[src/lgb_pkg.sv]
// Shared types, constants and arithmetic helpers of the 2D Legendre basis row generator.
package lgb_pkg;

    localparam int MAX_ORDER = 4;
    localparam int IDX_W     = $clog2(MAX_ORDER + 1);
    localparam int POS_W     = 16;
    localparam int VAL_W     = 20;
    localparam int ORD_W     = 3;
    localparam int TERM_W    = 4;
    localparam int QBITS     = 19;
    localparam int X_W       = 24;
    localparam int RECIP_S   = 28;
    localparam int RECIP_N   = 10;
    localparam int RECIP_IW  = $clog2(RECIP_N);
    localparam int ADDR_W    = 5;
    localparam int DATA_W    = 32;

    typedef logic signed [VAL_W-1:0] t_val;
    typedef logic [RECIP_S-1:0] t_recip;

    localparam t_val VAL_MAX = 20'sh7FFFF;
    localparam t_val VAL_MIN = 20'sh80000;
    localparam t_val ONE_Q16 = 20'sh10000;

    // Register indexes on the configuration port.
    localparam logic [2:0] REG_FIT_ORDER = 3'd0;
    localparam logic [2:0] REG_X_LOW     = 3'd1;
    localparam logic [2:0] REG_X_HIGH    = 3'd2;
    localparam logic [2:0] REG_Y_LOW     = 3'd3;
    localparam logic [2:0] REG_Y_HIGH    = 3'd4;

    // Rounded-up reciprocals; for i of 2 and up, floor(x * RECIP[i] / 2^28) equals floor(x / i) for x below 2^24.
    localparam t_recip RECIP [0:RECIP_N-1] = '{
        t_recip'(0),
        t_recip'(0),
        t_recip'(((2**RECIP_S) + 2 - 1) / 2),
        t_recip'(((2**RECIP_S) + 3 - 1) / 3),
        t_recip'(((2**RECIP_S) + 4 - 1) / 4),
        t_recip'(((2**RECIP_S) + 5 - 1) / 5),
        t_recip'(((2**RECIP_S) + 6 - 1) / 6),
        t_recip'(((2**RECIP_S) + 7 - 1) / 7),
        t_recip'(((2**RECIP_S) + 8 - 1) / 8),
        t_recip'(((2**RECIP_S) + 9 - 1) / 9)
    };

    // One coordinate on its way through the restoring divider.
    typedef struct packed {
        logic             valid;
        logic             neg;
        logic             sat;
        logic             zero;
        logic [POS_W-1:0] divisor;
        logic [POS_W-1:0] rem;
        logic [QBITS-1:0] dq;
    } t_div;

    // One coordinate on its way through the recurrence.
    typedef struct packed {
        logic                 valid;
        t_val                 u;
        t_val [MAX_ORDER:0]   vals;
    } t_rec;

    // Applies a sign to a rounded magnitude and saturates to Q3.16.
    function automatic t_val f_sat_mag(logic neg, logic big, logic [VAL_W-1:0] mag);
        t_val res;
        if (neg) begin
            if (big || (mag > 20'h80000)) res = VAL_MIN;
            else res = t_val'(~mag + 1'b1);
        end else begin
            if (big || mag[VAL_W-1]) res = VAL_MAX;
            else res = t_val'(mag);
        end
        return res;
    endfunction

    // Sets up the division (2*pos - lo - hi) * 2^16 / (hi - lo) with rounding offset.
    function automatic t_div f_div_init(logic [POS_W-1:0] pos, logic [POS_W-1:0] lo,
                                        logic [POS_W-1:0] hi);
        logic signed [POS_W+1:0] num;
        logic [POS_W:0]          absn;
        logic [2*POS_W:0]        dvd;
        t_div                    d;
        num = $signed({1'b0, pos, 1'b0}) - $signed({2'b00, lo}) - $signed({2'b00, hi});
        absn = num[POS_W+1] ? (POS_W+1)'(-num) : num[POS_W:0];
        d.valid = 1'b0;
        d.zero = (hi <= lo);
        d.neg = num[POS_W+1];
        d.divisor = hi - lo;
        d.sat = ({2'b00, absn} >= {d.divisor, 3'b000});
        dvd = {absn, 16'h0000} + (2*POS_W+1)'(d.divisor >> 1);
        d.rem = POS_W'(dvd[2*POS_W:QBITS]);
        d.dq = dvd[QBITS-1:0];
        return d;
    endfunction

    // Turns a finished quotient into the normalized coordinate.
    function automatic t_val f_div_done(t_div d);
        t_val res;
        if (d.zero) res = '0;
        else res = f_sat_mag(d.neg, d.sat, {1'b0, d.dq});
        return res;
    endfunction

endpackage

[src/lgb_term_gen.sv]
// Serializes the products Px[p]*Py[q] of one position into output words, one per cycle while i_stall is low.
module lgb_term_gen import lgb_pkg::*; (
    input  logic               i_clk,
    input  logic               i_rst_n,
    input  logic               i_load_valid,
    input  t_val [MAX_ORDER:0] i_px,
    input  t_val [MAX_ORDER:0] i_py,
    input  logic [IDX_W-1:0]   i_order,
    input  logic               i_stall,
    output logic               o_take,
    output logic               o_valid,
    output logic [TERM_W-1:0]  o_index,
    output t_val               o_value,
    output logic               o_last
);

    localparam int P_W = 2 * VAL_W;

    t_val [MAX_ORDER:0]     r_px;
    t_val [MAX_ORDER:0]     r_py;
    logic [IDX_W-1:0]       r_n;
    logic [IDX_W-1:0]       r_q;
    logic [TERM_W-1:0]      r_k;
    logic                   r_busy;
    logic                   r_valid;
    logic [TERM_W-1:0]      r_index;
    t_val                   r_value;
    logic                   r_last;

    logic                   emit;
    logic                   last;
    logic                   take;
    logic [IDX_W-1:0]       p_idx;
    logic signed [P_W-1:0]  prod;
    logic [P_W:0]           pmag;
    logic [P_W:0]           psum;
    t_val                   value;

    always_comb begin
        emit = r_busy && (!r_valid || !i_stall);
        last = (r_n == i_order) && (r_q == r_n);
        take = i_load_valid && (!r_busy || (emit && last));
        p_idx = r_n - r_q;
        prod = r_px[p_idx] * r_py[r_q];
        pmag = prod[P_W-1] ? (P_W+1)'(-prod) : (P_W+1)'(prod);
        psum = pmag + (P_W+1)'(32768);
        value = f_sat_mag(prod[P_W-1], |psum[P_W:16+VAL_W], psum[16 +: VAL_W]);
    end

    always_ff @(posedge i_clk) begin
        if (!i_rst_n) begin
            r_busy <= 1'b0;
            r_valid <= 1'b0;
        end else begin
            if (take) r_busy <= 1'b1;
            else if (emit && last) r_busy <= 1'b0;
            if (emit) r_valid <= 1'b1;
            else if (!i_stall) r_valid <= 1'b0;
        end
    end

    always_ff @(posedge i_clk) begin
        if (take) begin
            r_px <= i_px;
            r_py <= i_py;
            r_n <= '0;
            r_q <= '0;
            r_k <= '0;
        end else if (emit) begin
            r_k <= r_k + TERM_W'(1);
            if (r_q == r_n) begin
                r_n <= r_n + IDX_W'(1);
                r_q <= '0;
            end else begin
                r_q <= r_q + IDX_W'(1);
            end
        end
        if (emit) begin
            r_index <= r_k;
            r_value <= value;
            r_last <= last;
        end
    end

    assign o_take = take;
    assign o_valid = r_valid;
    assign o_index = r_index;
    assign o_value = r_value;
    assign o_last = r_last;

endmodule

[config.mk]
export PLATFORM = sky130hd
export DESIGN_NAME = lgb_term_gen
export DESIGN_NICKNAME = d
export VERILOG_FILES = /design/src/lgb_pkg.sv /design/src/lgb_term_gen.sv
export SDC_FILE = /design/constraint.sdc
export NUM_CORES = 1
export LEC_CHECK = 0
export ABC_CLOCK_PERIOD_IN_PS = 30600
export BUFFER_PORTS_ARGS = -buffer_cell sky130_fd_sc_hd__buf_2
export CAP_MARGIN = 20
export CORE_MARGIN = 2
export CORE_UTILIZATION = 35
export CTS_CLUSTER_SIZE = 12
export DETAILED_ROUTE_END_ITERATION = 8
export GPL_TIMING_DRIVEN = 0
export SLEW_MARGIN = 40
export SYNTH_ARGS = -nofsm -noshare
export SYNTH_HDL_FRONTEND = slang
export SYNTH_SLANG_ARGS = --single-unit
export TNS_END_PERCENT = 50
[constraint.sdc]
create_clock -name i_clk -period 30.6 [get_ports i_clk]
set_input_delay 6.12 -clock i_clk [delete_from_list [all_inputs] [get_ports i_clk]]
set_output_delay 6.12 -clock i_clk [all_outputs]
set_load 0.05 [all_outputs]
# After elaboration in Yosys (flattened, before gate mapping)
# Index checks and enable logic that the tools add are counted.
[classes]
div = 0
n_reduce_logical = 14
muxes = 13
n_eq_ne = 3
bitwise_logic = 1
shifts = 0
addsub = 7
magnitude_cmp = 3
multipliers = 1
[ops]
columns = ["cell", "n"]
rows = [
  ["$bmux W20 S3", 2],
  ["$mux W20", 5],
  ["$add A41 B16 Y41 const B", 1],
  ["$mux W41", 1],
  ["$neg A40 Y41", 1],
  ["$mul A20 B20 Y40", 1],
  ["$add A20 B1 Y20 const B", 1],
  ["$gt A20 B20 Y1 const B", 1],
  ["$not A20 Y20", 1],
  ["$lt A3 B4 Y1 const B", 2],
  ["$add A3 B1 Y3 const B", 2],
  ["$eq A3 B3 Y1", 2],
  ["$reduce_or A5 Y1", 1],
  ["$add A4 B1 Y4 const B", 1],
  ["$logic_and A1 B1 Y1", 4],
  ["$logic_or A1 B1 Y1", 4],
  ["$mux W1", 4],
  ["$logic_not A1 Y1", 3],
  ["$mux W3", 1],
  ["$sub A3 B3 Y3", 1],
  ["$ne A2 B1 Y1 const B", 1],
  ["$reduce_and A2 Y1", 1],
  ["$reduce_bool A2 Y1", 1],
]
[word_totals]
latchBits = 0
memories = 0
mem_bits_rw = 0
rom_bits = 0
elab_cells = 60
regBits = 237

# Logic depth before layout (Yosys ltp)
# Gate-level depths: netlist of run 1.
[depth]
depth_word = 11
mapped_depth = 54
depth_no_buf = 45

# Least setup slack after synthesis of run 1
# Ideal clock, no wire load.
[synth_timing]
path_kind = "input to output"
startpoint = "in i_order[1]"
endpoint = "out o_take"
required_ns = 24.480
path_stages = 5
slack_ns = 11.669
arrival_time_ns = 12.811
path_cell_list = "xor2_1 nor4_1 a21boi_0 nor2b_1 buf_1"
[synth_between]
elab_chain_cells = 5
[synth_rtl]
columns = ["item", "line_no", "rtl"]
rows = [
  ["start, declared", "lgb_term_gen.sv:8", "input logic [IDX_W-1:0] i_order,"],
  ["$eq A3 B3 Y1", "lgb_term_gen.sv:41", "last = (r_n == i_order) && (r_q == r_n);"],
  ["$logic_and A1 B1 Y1", "lgb_term_gen.sv:41", ""],
  ["named net last", "lgb_term_gen.sv:31", "logic last;"],
  ["$logic_and A1 B1 Y1", "lgb_term_gen.sv:42", "take = i_load_valid && (!r_busy || (emit && last));"],
  ["$logic_or A1 B1 Y1", "lgb_term_gen.sv:42", ""],
  ["$logic_and A1 B1 Y1", "lgb_term_gen.sv:42", ""],
  ["end, declared", "lgb_term_gen.sv:10", "output logic o_take,"],
]
# The timed path passes the listed nets, and every way through them passes these cells.

# Worst setup path in the final report of run 1
[layout_timing]
startpoint = "reg r_q[1]"
endpoint = "reg r_value[8], in the netlist o_value[8], data pin"
[layout_between]
elab_chain_cells = 11
word_cells_on_any_way = 18
[layout_rtl]
columns = ["item", "line_no", "rtl"]
rows = [
  ["start, declared", "lgb_term_gen.sv:22", "logic [IDX_W-1:0] r_q;"],
  ["start signal, assigned", "lgb_term_gen.sv:75", "r_q <= r_q + IDX_W'(1);"],
  ["$sub A3 B3 Y3", "lgb_term_gen.sv:43", "p_idx = r_n - r_q;"],
  ["$bmux W20 S3", "lgb_term_gen.sv:44", "prod = r_px[p_idx] * r_py[r_q];"],
  ["$mux W20 (not written as such)", "lgb_term_gen.sv:44", ""],
  ["$mul A20 B20 Y40 (*)", "lgb_term_gen.sv:44", ""],
  ["$neg A40 Y41", "lgb_term_gen.sv:45", "pmag = prod[P_W-1] ? (P_W+1)'(-prod) : (P_W+1)'(prod);"],
  ["$mux W41", "lgb_term_gen.sv:45", ""],
  ["$add A41 B16 Y41", "lgb_term_gen.sv:46", "psum = pmag + (P_W+1)'(32768);"],
  ["$not A20 Y20 (tied with other cells)", "lgb_pkg.sv:69", "else res = t_val'(~mag + 1'b1);"],
  ["$add A20 B1 Y20 (tied with other cells)", "lgb_pkg.sv:69", ""],
  ["$mux W20 (on tied branches)", "lgb_pkg.sv:68, lgb_pkg.sv:71", ""],
  ["$mux W20 (*)", "lgb_pkg.sv:67", "if (neg) begin"],
  ["named net value[8]", "lgb_term_gen.sv:37", "t_val value;"],
  ["end signal, assigned", "lgb_term_gen.sv:80", "r_value <= value;"],
  ["end, declared", "lgb_term_gen.sv:27", "t_val r_value;"],
]
# Mark *: on every way through the listed nets, which the timed path passes. The rest lies on a longest branch. The select of a mux whose other input is x is not followed.
# A chain may end at the register's enable or synchronous reset.

==> qor.yml, run 1 <==
cts:
  postCtsHoldBufs: 0
  clk_latency_ns: 0.57
  cts_made_buffers: 26
  clockRootBuffer: "clkbuf_16"
  post_cts_buffers: 0
  cts_resized: 0
  cts_sinks: 237
  clk_pin_slew_ns: 0.05
  cts_tree: "yes"
  cts_max_path_buffers: 3
  h-tree-depth: 1
floorplan:
  initial_core_util_pct: 35.33
  io_pins: 234
  die_h_um: 280.9
  fp.dieArea_sq_um: 78900
  die_w_um: 280.9
  core_sq_um: 75950
  fp-row-count: 101
logic_synthesis:
  synth_area_leaders: "fa_1 31%, edfxtp_1 25%, inv_1 6.2%"
  synthMuxAreaShare_pct: 3.516
  async_reset_ff_share_pct: 0
  synth_top_flop_cell: "edfxtp_1"
  synth_area_sq_um: 26830
  yosysSeqAreaShare_pct: 26.07
  yosysTopAreaCell: "fa_1"
  ys_ff_latch: 237
  synthSimpleGateAreaFrac_pct: 12.93
  yosys_warnings: 0
  synth-compound-area-share_pct: 10.29
  synth.top_cell.area_share_pct: 31.41
  synth-xor-area-share_pct: 2.462
  syn_area_per_cell_sq_um: 10.38
  synth.net_count: 3326
  synthCells: 2584
  ys_types: 97
  synth_top_family_by_area: "adder cells"
  synthAdderAreaFrac_pct: 36.76
  synth_enable_flop_cells: 225
detailed_routing:
  via_per_inst: 5.090
  first_iter_violations: 1350
  routedWlPerCell_um: 19.17
  drc_errors: 0
  drt_wl_total_um: 74960
  dr.pass1.iters: 5
  vias: 19910
  antenna_left: 0
timing:
  period_needed_ns: 17.60
  rsz0062_at_grt: "false"
  fmax_mhz: 56.81
  skew_ns: 0.01058
  worst_pin_slew_ns: 0.9416
  slew_violations: 0
  hold_viol: 0
  slew_headroom_pct: 37.23
  setup_viol: 0
  period_share_pct: 57.53
  finalSetupTns_ns: 0
setup_path:
  cp_data_arrival_time_ns: 17.92
  cp_slowest_stage_delay_ns: 0.72
  critPathLaunchType: "flip-flop"
  required_ns: 30.92
  cp_common_cell: "clkbuf_1"
  path_max_fanout: 10
  crit_family: "buffers and inverters"
  crit_path_top_delay_cell: "nor4_1"
  cp-end-kind: "flip-flop"
  setup.worst_path.class: "flip-flop to flip-flop"
  cp_num_buf_inv: 16
placed_design:
  hpwl_um: 61680
  gp_congestion: 0.9139
  numPortBuffers: 233
  dp.cells: 3858
cells_and_area:
  final_common_cell: "inv_1"
  most-common-layout-cells: "440 x inv_1, 421 x fa_1, 304 x nor2_1"
  drive_above_1_share_pct: 15.06
  final_nets: 3598
  multi_input_area_sq_um: 17840
  ff_latch_area_sq_um: 6997
  instances_no_fill: 3911
  area_delta_synth_final_pct: 13.95
  nFillCells: 7470
grt:
  grt_util_all_layers_pct: 19.66
  overflow: 0
  antenna_found_initial: 8
  grt_pass1_vias: 21190
  grt_pass1_wl_um: 119600
  grt_max_degree: 33
min_path:
  hold_class: "flip-flop to flip-flop"
job:
  max_cap_violations: 0
status:
  status: "completed"
## layer usage
metal	global-route usage [%]	vias up	share of wire [%]
met5	0	-	0.056
li1	-	9088	-
met1	24.81	10020	41
met3	3.458	133	6.7
met2	34.10	657	49
met4	6.376	6	3.4
## final cells by class
class,instances,area share (%)
Clock buffer,41,2.377
Multi-Input combinational cell,1784,58.33
Sequential cell,237,22.88
Clock inverter,7,0.3151
Antenna cell,5,0.04092
Inverter,442,5.430
Timing Repair Buffer,244,4.804
Buffer,121,1.604
Tap cell,1030,4.215
## worst register-to-register path, delay by kind of cell (launching register included)
| kind | cells | cell delay, ns |
|---|---|---|
| compound gates | 8 | 1.97 |
| xor+xnor | 3 | 0.85 |
| fa+ha+maj | 10 | 4.75 |
| buf+inv | 16 | 5.88 |
| flops | 1 | 0.38 |
| mux | 1 | 0.43 |
| simple gates | 10 | 3.07 |
## worst paths after layout
| check | startpoint | end | slack, ns | cells past startpoint |
|---|---|---|---|---|
| setup reg to reg | r_q[1]$_SDFFE_PP0P_ | o_value[8]$_DFFE_PP_ | 13.00 | 48 |
| hold / removal | r_k[3]$_SDFFE_PP0P_ | o_index[3]$_DFFE_PP_ | 0.45 | 0 |
| hold reg to reg | r_k[3]$_SDFFE_PP0P_ | o_index[3]$_DFFE_PP_ | 0.45 | 0 |
| setup / recovery | r_q[1]$_SDFFE_PP0P_ | o_value[8]$_DFFE_PP_ | 13.00 | 48 |
## cells by family (layout without fill, tap and decap cells)
kind of cell               Yosys count  in the layout
buffers and inverters              563            855
other                                0              5
xor gates and xnor gates            73             73
adders and majority gates          536            536
and+or+nand+nor                    751            751
DFF                                237            237
muxes                               51             51
AOI/OAI and AO/OA                  373            373
## sequential cells by signal (all words and copies together), names as in the netlist
name,cells
r_px,100
r_py,100
o_value,20
o_index,4
r_k,4
r_n,3
r_q,3
o_last,1
o_valid,1
r_busy,1
## cell usage after synthesis (31+ instances only)
master	count
a21oi_1	70
a31oi_1	31
clkbuf_1	100
edfxtp_1	225
fa_1	421
ha_1	114
inv_1	440
mux4_2	34
nand2_1	216
nor2_1	304
o21ai_0	44
xnor2_1	47
## stage by stage
stage	hold WS (ns)	setup slack, ns	cell area (sq um)	utilization, %
after detailed placement	0.4379	12.84	29710	39.11
final	0.4474	13.00	30580	40.26
after global routing	0.4602	11.64	30570	40.25
after CTS	0.4497	12.80	30530	40.20
after floorplan	0.4280	11.67	26830	-
after global placement	0.4317	8.121	29290	38.56
Power of run 1 is not shown: default switching activity piles up to over one toggle a cycle in this logic, so the estimate is an artifact.
==> run 2, diff against run 1 <==
- ABC_CLOCK_PERIOD_IN_PS: 30600 -> 14900
- clock period: 30.6 -> 14.9 ns (I/O delays scaled with it)
==> qor.yml, run 2 (same netlist as run 1, synthesis figures left out) <==
timing:
  slew_headroom_pct: 37.80
  whs_ns: 0.4474
  hold_viol: 0
  period_needed_ns: 14.10
  slew_violations: 0
  setup_viol: 0
  period_share_pct: 94.60
  fmax_mhz: 70.95
  skew_ns: 0.01030
  worst_pin_slew_ns: 0.9331
detailed_routing:
  antenna_left: 0
  dr.pass1.iters: 6
  drc_errors: 0
  first_iter_violations: 1399
  drt_wl_total_um: 75580
  vias: 19960
  via_per_inst: 5.078
  routedWlPerCell_um: 19.23
setup_path:
  reg2reg_setup_slack_ns: 0.80
  crit_path_top_delay_cell: "o21ai_0"
  cp_slowest_stage_delay_ns: 0.71
  rr_worst_depth: 43
  crit_end: "o_value[19]$_DFFE_PP_"
  r2r-start: "r_q[0]$_SDFFE_PP0P_"
  path_max_fanout: 10
  cp-end-kind: "flip-flop"
  critPathLaunchType: "flip-flop"
  cp_num_buf_inv: 14
  reg2reg_to: "o_value[19]$_DFFE_PP_"
  required_ns: 15.31
  cp_common_cell: "fa_1"
  setup.worst_path.class: "flip-flop to flip-flop"
  cp_data_arrival_time_ns: 14.50
  crit_family: "adder cells"
  critPathLaunch: "r_q[0]$_SDFFE_PP0P_"
  worst-path-stages: 43
cells_and_area:
  final_nets: 3616
  drive_above_1_share_pct: 17.80
  final_common_cell: "inv_1"
  most-common-layout-cells: "439 x inv_1, 418 x fa_1, 303 x nor2_1"
  fin_util_pct: 40.91
  instances_no_fill: 3930
  nFillCells: 7433
  final_area_sq_um: 31070
  area_delta_synth_final_pct: 15.79
floorplan:
  fp.dieArea_sq_um: 78900
  fp-row-count: 101
  die_w_um: 280.9
  core_sq_um: 75950
  initial_core_util_pct: 35.33
  die_h_um: 280.9
  io_pins: 234
cts:
  cts_max_path_buffers: 3
  h-tree-depth: 1
  clk_pin_slew_ns: 0.06
  clockRootBuffer: "clkbuf_16"
  cts_made_buffers: 26
  cts_tree: "yes"
  cts_sinks: 237
  clk_latency_ns: 0.57
job:
  max_cap_violations: 0
grt:
  antenna_found_initial: 8
  grt_max_degree: 33
  overflow: 0
  grt_pass1_wl_um: 120200
  grt_pass1_vias: 21250
  grt_util_all_layers_pct: 19.76
min_path:
  hold_class: "flip-flop to flip-flop"
placed_design:
  gp_congestion: 0.9139
  hpwl_um: 61680
  dpl-instance-area_sq_um: 29710
  dp.cells: 3858
  numPortBuffers: 233
status:
  status: "completed"
-- run 2: cell types whose count changed in the layout (fill, tap and decap cells not counted), moves of 4 or more --
cell      change
buf_2         +6
buf_4        +33
clkbuf_4      +8
a31oi_4       +7
clkbuf_2     +13
a31oi_1       -4
clkbuf_1     -44
-- run 2: routing by layer --
layer  part of all wire [%]  track usage (%)
met5                  0.056                0
met4                    3.5            6.554
met3                    6.9            3.483
met2                     49            34.16
met1                     41            24.98
-- run 2: final cells by class --
type / count / area [sq um] / area share, %
Buffer: 108 / 518.0 / 1.667
Tap cell: 1030 / 1289 / 4.148
Multi-Input combinational cell: 1784 / 18040 / 58.06
Clock buffer: 41 / 726.9 / 2.340
Clock inverter: 7 / 96.34 / 0.3101
Sequential cell: 237 / 6997 / 22.52
Inverter: 442 / 1664 / 5.356
Timing Repair Buffer: 275 / 1727 / 5.557
Antenna cell: 6 / 15.01 / 0.04832
-- run 2: how the worst min path moves through the flow --
stage                         from              endpoint  slack, ns  cells after the start
6_report       r_k[3]$_SDFFE_PP0P_  o_index[3]$_DFFE_PP_       0.45                      0
5_1_grt        r_k[3]$_SDFFE_PP0P_  o_index[3]$_DFFE_PP_       0.46                      0
4_1_cts        r_k[3]$_SDFFE_PP0P_  o_index[3]$_DFFE_PP_       0.45                      0
3_5_place_dp   r_k[3]$_SDFFE_PP0P_  o_index[3]$_DFFE_PP_       0.44                      0
3_3_place_gp   r_k[3]$_SDFFE_PP0P_  o_index[3]$_DFFE_PP_       0.43                      0
2_1_floorplan  r_k[3]$_SDFFE_PP0P_  o_index[3]$_DFFE_PP_       0.43                      0
-- run 2: through the flow --
step                setup TNS [ns]  setup slack [ns]
finish                           0            0.8049
global route             -0.009198         -0.009198
CTS                              0           0.01519
detailed placement          -53.89            -2.860
global placement            -58.82            -3.096
floorplan                        0             1.080
-- run 2: timing repair --
action	4_1_cts	5_1_grt
hold buffers	0	0
endpoints found under the setup margin	20	20
buffers inserted	4	27
resized for setup	43	71
pin swaps	0	6
Power of run 2 is left out for the same reason.
