===== src/lgb_pkg.sv =====
// Shared types, constants and arithmetic helpers of the 2D Legendre basis row generator.
package lgb_pkg;

    localparam int MAX_ORDER = 4;
    localparam int IDX_W     = $clog2(MAX_ORDER + 1);
    localparam int POS_W     = 16;
    localparam int VAL_W     = 20;
    localparam int ORD_W     = 3;
    localparam int TERM_W    = 4;
    localparam int QBITS     = 19;
    localparam int X_W       = 24;
    localparam int RECIP_S   = 28;
    localparam int RECIP_N   = 10;
    localparam int RECIP_IW  = $clog2(RECIP_N);
    localparam int ADDR_W    = 5;
    localparam int DATA_W    = 32;

    typedef logic signed [VAL_W-1:0] t_val;
    typedef logic [RECIP_S-1:0] t_recip;

    localparam t_val VAL_MAX = 20'sh7FFFF;
    localparam t_val VAL_MIN = 20'sh80000;
    localparam t_val ONE_Q16 = 20'sh10000;

    // Register indexes on the configuration port.
    localparam logic [2:0] REG_FIT_ORDER = 3'd0;
    localparam logic [2:0] REG_X_LOW     = 3'd1;
    localparam logic [2:0] REG_X_HIGH    = 3'd2;
    localparam logic [2:0] REG_Y_LOW     = 3'd3;
    localparam logic [2:0] REG_Y_HIGH    = 3'd4;

    // Rounded-up reciprocals; for i of 2 and up, floor(x * RECIP[i] / 2^28) equals floor(x / i) for x below 2^24.
    localparam t_recip RECIP [0:RECIP_N-1] = '{
        t_recip'(0),
        t_recip'(0),
        t_recip'(((2**RECIP_S) + 2 - 1) / 2),
        t_recip'(((2**RECIP_S) + 3 - 1) / 3),
        t_recip'(((2**RECIP_S) + 4 - 1) / 4),
        t_recip'(((2**RECIP_S) + 5 - 1) / 5),
        t_recip'(((2**RECIP_S) + 6 - 1) / 6),
        t_recip'(((2**RECIP_S) + 7 - 1) / 7),
        t_recip'(((2**RECIP_S) + 8 - 1) / 8),
        t_recip'(((2**RECIP_S) + 9 - 1) / 9)
    };

    // One coordinate on its way through the restoring divider.
    typedef struct packed {
        logic             valid;
        logic             neg;
        logic             sat;
        logic             zero;
        logic [POS_W-1:0] divisor;
        logic [POS_W-1:0] rem;
        logic [QBITS-1:0] dq;
    } t_div;

    // One coordinate on its way through the recurrence.
    typedef struct packed {
        logic                 valid;
        t_val                 u;
        t_val [MAX_ORDER:0]   vals;
    } t_rec;

    // Applies a sign to a rounded magnitude and saturates to Q3.16.
    function automatic t_val f_sat_mag(logic neg, logic big, logic [VAL_W-1:0] mag);
        t_val res;
        if (neg) begin
            if (big || (mag > 20'h80000)) res = VAL_MIN;
            else res = t_val'(~mag + 1'b1);
        end else begin
            if (big || mag[VAL_W-1]) res = VAL_MAX;
            else res = t_val'(mag);
        end
        return res;
    endfunction

    // Sets up the division (2*pos - lo - hi) * 2^16 / (hi - lo) with rounding offset.
    function automatic t_div f_div_init(logic [POS_W-1:0] pos, logic [POS_W-1:0] lo,
                                        logic [POS_W-1:0] hi);
        logic signed [POS_W+1:0] num;
        logic [POS_W:0]          absn;
        logic [2*POS_W:0]        dvd;
        t_div                    d;
        num = $signed({1'b0, pos, 1'b0}) - $signed({2'b00, lo}) - $signed({2'b00, hi});
        absn = num[POS_W+1] ? (POS_W+1)'(-num) : num[POS_W:0];
        d.valid = 1'b0;
        d.zero = (hi <= lo);
        d.neg = num[POS_W+1];
        d.divisor = hi - lo;
        d.sat = ({2'b00, absn} >= {d.divisor, 3'b000});
        dvd = {absn, 16'h0000} + (2*POS_W+1)'(d.divisor >> 1);
        d.rem = POS_W'(dvd[2*POS_W:QBITS]);
        d.dq = dvd[QBITS-1:0];
        return d;
    endfunction

    // Turns a finished quotient into the normalized coordinate.
    function automatic t_val f_div_done(t_div d);
        t_val res;
        if (d.zero) res = '0;
        else res = f_sat_mag(d.neg, d.sat, {1'b0, d.dq});
        return res;
    endfunction

endpackage


===== src/lgb_div_cell.sv =====
// One restoring division step: a cell of the normalizing divider chain.
module lgb_div_cell import lgb_pkg::*; (
    input  logic i_clk,
    input  logic i_rst_n,
    input  logic i_adv,
    input  t_div i_d,
    output t_div o_d
);

    t_div           r_d;
    t_div           n_d;
    logic [POS_W:0] trial;
    logic           fits;

    always_comb begin
        trial = {i_d.rem, i_d.dq[QBITS-1]};
        fits = (trial >= {1'b0, i_d.divisor});
        n_d = i_d;
        n_d.rem = fits ? POS_W'(trial - {1'b0, i_d.divisor}) : trial[POS_W-1:0];
        n_d.dq = {i_d.dq[QBITS-2:0], fits};
    end

    always_ff @(posedge i_clk) begin
        if (!i_rst_n) begin
            r_d.valid <= 1'b0;
        end else if (i_adv) begin
            r_d <= n_d;
        end
    end

    assign o_d = r_d;

endmodule


===== config.mk =====
export PLATFORM = sky130hd
export DESIGN_NAME = lgb_div_cell
export DESIGN_NICKNAME = d
export VERILOG_FILES = /design/src/lgb_pkg.sv /design/src/lgb_div_cell.sv
export SDC_FILE = /design/constraint.sdc
export NUM_CORES = 1
export LEC_CHECK = 0
export BUFFER_PORTS_ARGS = -buffer_cell sky130_fd_sc_hd__buf_2
export CORE_UTILIZATION = 52
export CTS_CLUSTER_SIZE = 12
export DETAILED_ROUTE_END_ITERATION = 10
export GPL_TIMING_DRIVEN = 0
export PLACE_DENSITY = 0.87
export SYNTH_ARGS = -nofsm -noshare
export SYNTH_HDL_FRONTEND = slang
export SYNTH_SLANG_ARGS = --single-unit

===== constraint.sdc =====
create_clock -name i_clk -period 4.4 [get_ports i_clk]
set_input_delay 0.66 -clock i_clk [delete_from_list [all_inputs] [get_ports i_clk]]
set_output_delay 0.66 -clock i_clk [all_outputs]
set_load 0.01 [all_outputs]

* After elaboration in Yosys (flattened, before gate mapping) *
Cells that the tools add are included.

storage, ports and cells
  bits in registers = 55
  latch bits = 0
  bits in writable memories = 0
  ROM bits = 0
  input bits = 58
  output and inout port bits = 55
  logic and storage cells = 11
  memories = 0

cells by class
  add/subtract/negate cells = 1
  multiply operators = 0
  div/mod/pow operators = 0
  order comparisons = 1
  eq/ne operators = 0
  shift operators = 0
  multiplexer cells = 1
  bitwise gates (word level) = 0
  reduce and logical (&&, ||, !) cells = 1

operators with widths
  kind                            count
  >= comparator 17 x 16 -> 1 bit  1
  two-way mux 16 bit              1
  subtractor 16 bit               1
  AND reduction 2 bit             1

* Logic depth before layout (Yosys ltp) *
Gate-level depths: netlist of run 1.

  word-level depth = 2
  mapped depth = 12
  gate-level depth less buffers = 9

* Least setup slack after synthesis of run 1 *
No wires, ideal clock.

  path type = in2reg
  start point = input port i_d[47] in the netlist's numbering
  end point = register r_d, in the netlist o_d[21], data pin
  library setup time = 0.260 ns
  data arrival time = 2.614 ns
  required time = 4.140 ns
  setup slack = 1.526 ns
  stages on the path = 12
  buffers on the path = 4
  cells stage by stage = inv_1 ha_1 buf_6 and2_4 buf_6 a221o_1 a21boi_4 and2_4 buf_8 inv_4 buf_12 mux2_4

RTL lines
  what                  RTL line            text
  start, declared       lgb_div_cell.sv:6   input t_div i_d,
  end signal, assigned  lgb_div_cell.sv:27  r_d <= n_d;
  end, declared         lgb_div_cell.sv:10  t_div r_d;

==> impl_results.md, run 1 <==
- Share of cells above drive strength 1: 0.4247
- Mean Syn Cell Area: 13.53 sq um
- Busiest grt layer: met2
- Synth Warn #: 0
- Drt pass-1 iters: 4
- GR Util met2: 0.4136
- Worst setup path end: o_d[23]$_DFFE_PP_
- Overflow left after global routing: 0
- Worst-skew pair later-pin latency: 0.30 ns
- Fin. max-slew vios: 0
- Launch point of the worst path: i_d[26]
- Clk slew on worst S/H paths: 0.10 ns
- CTS tree: yes
- Period utilization: 0.6701
- Vias in the first global route: 2171
- Buf/Inv on CP: 4
- Final WL: 6460 um
- Residual DRC: 0
- Gpl congestion: 0.8257
- Max FFs per register: 55
- Power Dens Cells: 345.1 mW/mm^2
- Cells on Worst Hold Path: 1
- DRT iter0 DRCs: 158
- Worst path depth: 11
- Critical path endpoint category: flop
- Antenna violations before repair: 0
- Ys flop type: edfxtp_1
- R2R Setup Slk: 3.78 ns
- Via density: 5.458
- Yosys cell types: 47
- Max Fclk: 339.2 MHz
- Io pins: 113
- Clock skew: 0 ns
- Met1 Use GR: 0.2546
- Area leader, netlist: edfxtp_1
- Tmin final: 2.948 ns
- Max H-tree Level: 2
- Commonest cells post-synth: edfxtp_1 (54), inv_1 (19), ha_1 (16), nor2_1 (12), o21ai_0 (9)
- Critical Path Source Type: primary input
- Port bufs: 112
- Chip Width: 76.10 um
- Cts bufs inserted: 5
- Post-Synthesis Cells: 211
- Post-Syn Area: 0.002855 sq mm
- Drt wl/cell: 16.07 um
- Largest net degree at the start of global routing: 42
- GRT met3 Usage: 0.06587
- Hold Vio Cnt, Final: 0
- ANT nets after route: 0
- RSZ-0062 raised after global routing: no
- Row count: 26
- CP Class: in2reg
- Antenna cells: 0
- Clock sinks: 55
- HPWL after DPL: 4925 um
- R2r worst-path depth: 2
- Sequence of cells on the critical path: buf_2 > ha_1 > a21oi_2 > o21ai_1 > a221o_1 > a21boi_4 > and2_4 > buf_8 > inv_4 > buf_12 > mux2_4
- CTS Hold Buffers Added: 0
- Worst IR Drop VDD: 0.1728 mV
- Sequential share of the synthesized area: 0.5749
- Floorplan core area: 0.005205 sq mm
- Synth top area share: 0.5679
- Post-cts gate resize count: 0
- Status: completed
- Yosys reg bits: 55
- Total power: 1.254 mW
- Reg2reg start: o_d[54]$_SDFFE_PN0P_
- Max FO, Critical Path: 10
- Synthesis-to-finish area growth: 27.30%
- Max stage delay on crit path: 0.42 ns
- Worst EP arrival: 3.01 ns
- WP data required: 4.46 ns
- EDFF count, synth: 54
- Post-CTS Setup Bufs: 0
- First-pass GRT wire length: 10240 um
- Mapped Nets: 286
- # nets final: 406
- Synth top area cells: edfxtp_1 (57%), ha_1 (7.0%), mux2_4 (4.2%), inv_1 (2.5%), o21ai_0 (1.6%)
- CP max-delay cell: a221o_1
- Most frequent cell after synthesis: edfxtp_1
- Die area: 0.005791 sq mm
- Max Cap Viol: 0
- Tot GR Track Use: 0.2292
- Die H: 76.10 um
- Routed vias: 2194
- FFs w/ async S/R, synth: 0
- Clock root cell: clkbuf_8
- Total Neg Setup Slack: 0 ns
- Max clock buf depth: 2
- Slew of the pin with the lowest slew margin: 0.4793 ns
- Initial core utilization: 0.5486
- R2r endpoint: o_d[54]$_SDFFE_PN0P_
- Rel. slew slack: 0.6805
- Final setup viols: 0
- Crit-path leading delay family: compound AO/OA/AOI/OAI gates
- Hold WC Path Type: in2reg
- Static leakage: 1.664 nW
[how the worst min path moves through the flow]
stage | startpoint | endpoint | slack [ns]
global placement | o_d[54]$_SDFFE_PN0P_ | o_d[54]$_SDFFE_PN0P_ | 0.50
CTS | i_d[51] | o_d[51]$_DFFE_PP_ | 0.52
floorplan | o_d[54]$_SDFFE_PN0P_ | o_d[54]$_SDFFE_PN0P_ | 0.54
finish | i_d[53] | o_d[53]$_DFFE_PP_ | 0.52
detailed placement | o_d[54]$_SDFFE_PN0P_ | o_d[54]$_SDFFE_PN0P_ | 0.53
global route | i_d[51] | o_d[51]$_DFFE_PP_ | 0.51
[power breakdown]
group | leakage (nW) | total, mW | internal [mW] | switching [mW]
combinational | 1.10 | 0.287 | 0.138 | 0.149
sequential | 0.515 | 0.635 | 0.626 | 0.00920
clock | 0.0514 | 0.332 | 0.170 | 0.162
[cells by family (layout without fill, tap and decap cells)]
| family | Yosys count | count (layout) | synth area share |
|---|---|---|---|
| DFF | 55 | 55 | 0.5749 |
| buffers and inverters | 25 | 146 | 0.04864 |
| AOI/OAI and AO/OA | 52 | 52 | 0.1415 |
| adders and majority gates | 17 | 17 | 0.07712 |
| xor gates and xnor gates | 9 | 9 | 0.02761 |
| and+or+nand+nor | 42 | 42 | 0.07712 |
| muxes | 11 | 11 | 0.05303 |
[through the flow]
stage                     hold WS, ns  setup WS, ns  utilization  instance area, sq um  instances
after floorplan                0.5383         1.526            -                  2855        211
after global placement         0.4956         1.210       0.6731                  3503        393
after detailed placement       0.5316         1.163       0.6772                  3525        394
after CTS                      0.5200         1.456       0.6983                  3635        402
after global routing           0.5094         1.392       0.6983                  3635        402
final                          0.5210         1.452       0.6983                  3635        402
[cell usage in the layout, fill, tap and decap left out, types with 4 or more instances in the layout]
master / instances
xor2_1: 4
xnor2_1: 5
inv_1: 19
nor2_1: 12
clkbuf_8: 5
nand2_1: 5
buf_2: 112
a21o_1: 5
mux2_4: 8
o31ai_1: 5
nand3_1: 7
edfxtp_1: 54
o21a_1: 6
o21ai_0: 9
ha_1: 16
[final cells by class]
type / instances / area, sq um
plain buffers: 5 / 61.31
well taps: 70 / 87.58
repair buffers: 113 / 580.6
clock buffers: 6 / 72.57
multi-input cells: 131 / 1076
clock inverters: 2 / 37.54
fillers: 372 / 1570
inverters: 20 / 77.57
flip-flops and latches: 55 / 1642
[layer usage]
metal	vias up	wire, um	part of all wire
li1	1038	-	-
met1	1027	2504	0.39
met2	114	3251	0.50
met3	15	569	0.088
met4	0	135	0.021
met5	-	0	0
Note: power is estimated with default switching activity, not from simulation.
==> run 2, diff against run 1 <==
--- a/config.mk
+++ b/config.mk
@@ -6,11 +6,11 @@
 export NUM_CORES = 1
 export LEC_CHECK = 0
 export BUFFER_PORTS_ARGS = -buffer_cell sky130_fd_sc_hd__buf_2
-export CORE_UTILIZATION = 52
+export CORE_UTILIZATION = 44
 export CTS_CLUSTER_SIZE = 12
 export DETAILED_ROUTE_END_ITERATION = 10
 export GPL_TIMING_DRIVEN = 0
-export PLACE_DENSITY = 0.87
+export PLACE_DENSITY = 0.78
 export SYNTH_ARGS = -nofsm -noshare
 export SYNTH_HDL_FRONTEND = slang
 export SYNTH_SLANG_ARGS = --single-unit
==> constraint.sdc (replaced) <==
create_clock -name i_clk -period 2.4 [get_ports i_clk]
set_input_delay 0.36 -clock i_clk [delete_from_list [all_inputs] [get_ports i_clk]]
set_output_delay 0.36 -clock i_clk [all_outputs]
set_load 0.01 [all_outputs]
==> impl_results.md, run 2 (synthesis results as in run 1) <==
- Top Layer Used: met4 (unchanged)
- Met2 WL: 3308 um (was 3251 um)
- Commonest non-fill, non-tap cells in the layout: buf_2 (111), edfxtp_1 (54), inv_1 (18) (was buf_2 (112), edfxtp_1 (54), inv_1 (19))
- WP data required: 2.46 ns (was 4.46 ns)
- Share of cells above drive strength 1: 0.4748 (was 0.4247)
- Gpl congestion: 0.8247 (was 0.8257)
- Final setup viols: 0 (unchanged)
- Hold Vio Cnt, Final: 0 (unchanged)
- Die H: 82.56 um (was 76.10 um)
- Via density: 5.267 (was 5.458)
- Tmin final: 2.337 ns
- Die area: 0.006815 sq mm (was 0.005791 sq mm)
- Clock sinks: 55 (unchanged)
- Row count: 28 (was 26)
- Final WL: 6666 um (was 6460 um)
- Max clock buf depth: 2 (unchanged)
- Max FFs per register: 55 (unchanged)
- Max Fclk: 427.8 MHz
- Vias in the first global route: 2078 (was 2171)
- Clock root cell: clkbuf_8 (unchanged)
- Io pins: 113 (unchanged)
- Port bufs: 112 (unchanged)
- Commonest non-fill, non-tap cell in the layout: buf_2 (unchanged)
- Worst EP arrival: 2.40 ns (was 3.01 ns)
- Cells after DPL: 399 (was 394)
- # fillers: 513 (was 372)
- Share of total power in combinational logic: 0.248 (was 0.229)
- Max H-tree Level: 2 (unchanged)
- Critical path endpoint category: flop (unchanged)
- Power Dens Cells: 598.1 mW/mm^2 (was 345.1 mW/mm^2)
- Residual DRC: 0 (unchanged)
- Seq pwr share: 0.521 (was 0.506)
- Drt wl/cell: 16.18 um (was 16.07 um)
- Initial core utilization: 0.4684 (was 0.5486)
- Total Neg Setup Slack: 0 ns (unchanged)
- Antenna cells: 0 (unchanged)
- First-pass GRT wire length: 9577 um (was 10240 um)
- Chip Width: 82.56 um (was 76.10 um)
- Rel. slew slack: 0.7224 (was 0.6805)
- CTS tree: yes (unchanged)
- Launch point of the worst path: i_d[47] (was i_d[26])
- HPWL after DPL: 5033 um (was 4925 um)
- Sw Share: 0.2737 (was 0.2555)
- Status: completed (unchanged)
- Drt pass-1 iters: 4 (unchanged)
- Hold WC Path Type: in2reg (unchanged)
- CTS Hold Buffers Added: 0 (unchanged)
- Static leakage: 1.681 nW (was 1.664 nW)
- Routed vias: 2170 (was 2194)
- DRT iter0 DRCs: 143 (was 158)
- Worst Min Path Start: i_d[53] (unchanged)
- Clock Power Share: 0.231 (was 0.265)
- Sw power: 0.6119 mW (was 0.3205 mW)
- Largest net degree at the start of global routing: 41 (was 42)
- Clock skew: 0 ns (unchanged)
- ANT nets after route: 0 (unchanged)
- Max Cap Viol: 0 (unchanged)
- Met3 wire len: 648 um (was 569 um)
- Tot GR Track Use: 0.1903 (was 0.2292)
- RSZ-0062 raised after global routing: no (unchanged)
- Overflow left after global routing: 0 (unchanged)
- Floorplan core area: 0.006096 sq mm (was 0.005205 sq mm)
- Worst IR Drop VDD: 0.3181 mV (was 0.1728 mV)
- Final std cells w/o fill: 412 (was 402)
- Period utilization: 0.9739
- Wl on met1: 2613 um (was 2504 um)
- Clk slew on worst S/H paths: 0.11 ns (was 0.10 ns)
- # nets final: 411 (was 406)
- Slew of the pin with the lowest slew margin: 0.4164 ns (was 0.4793 ns)
- Critical Path Source Type: primary input (unchanged)
- Synthesis-to-finish area growth: 30.89% (was 27.30%)
- CP Class: in2reg (unchanged)
- Worst-skew pair later-pin latency: 0.31 ns (was 0.30 ns)
- Cell Int Power: 1.624 mW (was 0.9338 mW)
- Antenna violations before repair: 0 (unchanged)
- Reg2reg start: o_d[54]$_SDFFE_PN0P_ (unchanged)
- Fin. max-slew vios: 0 (unchanged)
- Cts bufs inserted: 5 (unchanged)
- Max FO, Critical Path: 10 (unchanged)
## run 2: changes by cell type in the layout (fill, tap and decap cells not counted), moves of 2 or more
cell	before	now
ha_2	0	3
ha_1	16	10
ha_4	0	3
a21oi_1	3	1
clkbuf_1	2	0
a21oi_2	1	3
buf_4	0	7
## run 2: path summary, 6_finish.rpt
path                                              to  slack (ns)  cells past startpoint
worst min register to register  o_d[54]$_SDFFE_PN0P_        0.56                      2
worst max register to register  o_d[54]$_SDFFE_PN0P_        1.78                      2
worst min-delay path               o_d[53]$_DFFE_PP_        0.22                      1
worst max-delay path               o_d[29]$_DFFE_PP_        0.06                     12
## run 2: critical path, stage by stage
cell and delay, ns:
buf_6 0.10, inv_12 0.03, ha_4 0.22, buf_6 0.13
and2_4 0.15, buf_6 0.13, a221o_1 0.38, a21boi_4 0.18
and2_4 0.22, inv_4 0.05, buf_12 0.14, mux2_4 0.29
## run 2: through the flow
| stage | worst slack [ns] | utilization | total power, mW | area [sq um] | hold slack [ns] |
|---|---|---|---|---|---|
| final | 0.06268 | 0.6131 | 2.235 | 3737 | 0.2162 |
| after global routing | 0.02274 | 0.6131 | 2.344 | 3737 | 0.2136 |
| after CTS | 0.001667 | 0.6047 | 2.234 | 3686 | 0.2178 |
| after detailed placement | -0.5344 | 0.5854 | 1.721 | 3568 | 0.5388 |
| after global placement | -0.5413 | 0.5819 | 1.703 | 3547 | 0.4949 |
| after floorplan | -0.1509 | - | 1.533 | 2893 | 0.4589 |
## run 2: layout make-up
cell class / count / area, sq um / share of cell area
well taps: 75 / 93.84 / 0.02511
clock inverters: 3 / 20.02 / 0.005357
clock buffers: 5 / 68.82 / 0.01841
repair buffers: 120 / 639.4 / 0.1711
flip-flops and latches: 55 / 1642 / 0.4392
multi-input cells: 131 / 1141 / 0.3053
plain buffers: 3 / 42.54 / 0.01138
inverters: 20 / 90.09 / 0.02410
## run 2: per-layer routing
| metal | vias to the layer above | global-route usage |
|---|---|---|
| met4 | 0 | 0.06724 |
| li1 | 1044 | - |
| met3 | 10 | 0.04835 |
| met5 | - | 0 |
| met2 | 97 | 0.3430 |
| met1 | 1019 | 0.2172 |
## run 2: timing repair
action                     4_1_cts  5_1_grt
setup endpoints to repair       10        9
gates resized for setup          3       10
setup buffers                    3        4
pin swaps                        3        4
## run 2: power groups by stage
| stage | Clock (mW) | Combinational [mW] | Sequential (mW) |
|---|---|---|---|
| floorplan | 0 | 0.301 | 1.23 |
| global placement | 0 | 0.515 | 1.19 |
| detailed placement | 0 | 0.533 | 1.19 |
| CTS | 0.525 | 0.542 | 1.17 |
| global route | 0.562 | 0.608 | 1.17 |
| finish | 0.516 | 0.555 | 1.17 |
==> run 3, diff against run 2 <==
--- a/config.mk
+++ b/config.mk
@@ -10,7 +10,7 @@
 export CTS_CLUSTER_SIZE = 12
 export DETAILED_ROUTE_END_ITERATION = 10
 export GPL_TIMING_DRIVEN = 0
-export PLACE_DENSITY = 0.78
+export PLACE_DENSITY_LB_ADDON = 0.1
 export SYNTH_ARGS = -nofsm -noshare
 export SYNTH_HDL_FRONTEND = slang
 export SYNTH_SLANG_ARGS = --single-unit
==> impl_results.md, run 3 (synthesis results as in run 1) <==
- Multi-input logic area: 0.001129 sq mm (was 0.001141 sq mm)
- RSZ-0062 raised after global routing: no (unchanged)
- Gpl congestion: 0.7926 (was 0.8247)
- Tot GR Track Use: 0.1807 (was 0.1903)
- Die H: 82.56 um (unchanged)
- # fillers: 533 (was 513)
- Overflow left after global routing: 0 (unchanged)
- Routed vias: 2127 (was 2170)
- Clock sinks: 55 (unchanged)
- Antenna cells: 0 (unchanged)
- Max Fclk: 425.0 MHz (was 427.8 MHz)
- Period utilization: 0.9805 (was 0.9739)
- Max Cap Viol: 0 (unchanged)
- Largest net degree at the start of global routing: 39 (was 41)
- Total power: 2.244 mW (was 2.235 mW)
- Hold WC Path Type: in2reg (unchanged)
- Slew of the pin with the lowest slew margin: 0.4586 ns (was 0.4164 ns)
- Static leakage: 1.690 nW (was 1.681 nW)
- Cells after DPL: 399 (unchanged)
- CTS tree: yes (unchanged)
- Clock skew: 0 ns (unchanged)
- DRT iter0 DRCs: 67 (was 143)
- Io pins: 113 (unchanged)
- Hold Vio Cnt, Final: 0 (unchanged)
- First-pass GRT wire length: 9114 um (was 9577 um)
- Die area: 0.006815 sq mm (unchanged)
- Synthesis-to-finish area growth: 30.54% (was 30.89%)
- Sw power: 0.6160 mW (was 0.6119 mW)
- Total Neg Setup Slack: 0 ns (unchanged)
- Sw Share: 0.2745 (was 0.2737)
- Residual DRC: 0 (unchanged)
- Worst EP arrival: 2.43 ns (was 2.40 ns)
- Max FO, Critical Path: 10 (unchanged)
- Worst-skew pair later-pin latency: 0.31 ns (about the same)
- Share of cells above drive strength 1: 0.4702 (was 0.4748)
- Clock root cell: clkbuf_8 (unchanged)
- Max clock buf depth: 2 (unchanged)
- Cts bufs inserted: 5 (unchanged)
- # nets final: 410 (was 411)
- Status: completed (unchanged)
- ANT nets after route: 0 (unchanged)
- CP Class: in2reg (unchanged)
- Power Dens Cells: 602.1 mW/mm^2 (was 598.1 mW/mm^2)
- Tmin final: 2.353 ns (was 2.337 ns)
- Drt pass-1 iters: 4 (unchanged)
- Commonest non-fill, non-tap cell in the layout: buf_2 (unchanged)
- Drt wl/cell: 14.84 um (was 16.18 um)
- Final WL: 6100 um (was 6666 um)
- Commonest non-fill, non-tap cells in the layout: buf_2 (111), edfxtp_1 (54), inv_1 (18) (unchanged)
- Sequential standard cell area: 0.001642 sq mm (unchanged)
- Max H-tree Level: 2 (unchanged)
- Via density: 5.175 (was 5.267)
- Fin. max-slew vios: 0 (unchanged)
- Seq pwr share: 0.518 (was 0.521)
- WP data required: 2.47 ns (was 2.46 ns)
- Row count: 28 (unchanged)
- Clock Power Share: 0.238 (was 0.231)
- Critical Path Source Type: primary input (unchanged)
- Rel. slew slack: 0.6943 (was 0.7224)
- Worst IR Drop VDD: 0.2974 mV (was 0.3181 mV)
- Share of total power in combinational logic: 0.244 (was 0.248)
- Final std cells w/o fill: 411 (was 412)
- Critical path endpoint category: flop (unchanged)
- Initial core utilization: 0.4684 (unchanged)
- Cell Int Power: 1.628 mW (was 1.624 mW)
- Clk slew on worst S/H paths: 0.10 ns (was 0.11 ns)
- Floorplan core area: 0.006096 sq mm (unchanged)
- Max FFs per register: 55 (unchanged)
- Vias in the first global route: 1957 (was 2078)
- Final setup viols: 0 (unchanged)
- Antenna violations before repair: 0 (unchanged)
- HPWL after DPL: 4507 um (was 5033 um)
- Chip Width: 82.56 um (unchanged)
- Port bufs: 112 (unchanged)
run 3: changes by cell type in the layout (fill, tap and decap cells not counted), sizes merged:
cell | previous run | this run
buf | 123 | 122
clkinvlp | 1 | 0
inv | 20 | 21
run 3: layout make-up:
cell class	count	share of cell area
repair buffers	118	0.1675
flip-flops and latches	55	0.4404
clock inverters	3	0.006042
plain buffers	4	0.01544
well taps	75	0.02518
clock buffers	5	0.01846
inverters	20	0.02417
multi-input cells	131	0.3028
run 3: worst paths after layout:
check | depth (start not counted) | slack (ns) | endpoint | startpoint
worst max-delay path | 13 | 0.05 | o_d[31]$_DFFE_PP_ | i_d[47]
worst min-delay path | 1 | 0.21 | o_d[3]$_DFFE_PP_ | i_d[2]
worst max register to register | 2 | 1.80 | o_d[54]$_SDFFE_PN0P_ | o_d[54]$_SDFFE_PN0P_
worst min register to register | 2 | 0.54 | o_d[54]$_SDFFE_PN0P_ | o_d[54]$_SDFFE_PN0P_
run 3: critical path: stages:
cell	delay [ns]
buf_6	0.10
inv_12	0.03
ha_4	0.22
buf_6	0.13
and2_4	0.15
buf_6	0.13
a221o_1	0.37
a21boi_4	0.17
and2_4	0.16
buf_8	0.12
inv_4	0.04
buf_12	0.14
mux2_4	0.29
run 3: per-stage QoR:
step / instance area [sq um] / utilization / worst slack, ns / hold WS (ns)
finish: 3727 / 0.6115 / 0.04684 / 0.2139
global route: 3727 / 0.6115 / 0.004870 / 0.1933
CTS: 3686 / 0.6047 / 0.01725 / 0.2075
detailed placement: 3568 / 0.5854 / -0.5375 / 0.5177
global placement: 3547 / 0.5819 / -0.5355 / 0.4987
floorplan: 2893 / - / -0.1509 / 0.4589
run 3: power by group through the flow:
stage | clock [mW] | combinational (mW) | sequential, mW
CTS | 0.551 | 0.537 | 1.16
global route | 0.580 | 0.602 | 1.17
finish | 0.534 | 0.547 | 1.16
global placement | 0 | 0.514 | 1.19
floorplan | 0 | 0.301 | 1.23
detailed placement | 0 | 0.528 | 1.19
run 3: what timing repair did:
action                     CTS  global route
gates cloned                 0             0
pin swaps                    3             3
hold buffers                 0             0
setup endpoints to repair   10             9
resized for setup            2             9
buffers inserted             3             2
run 3: routing by layer:
| layer | part of all wire | track usage |
|---|---|---|
| met5 | 0 | 0 |
| met4 | 0.013 | 0.05862 |
| met3 | 0.084 | 0.05055 |
| met2 | 0.48 | 0.3140 |
| met1 | 0.43 | 0.2150 |
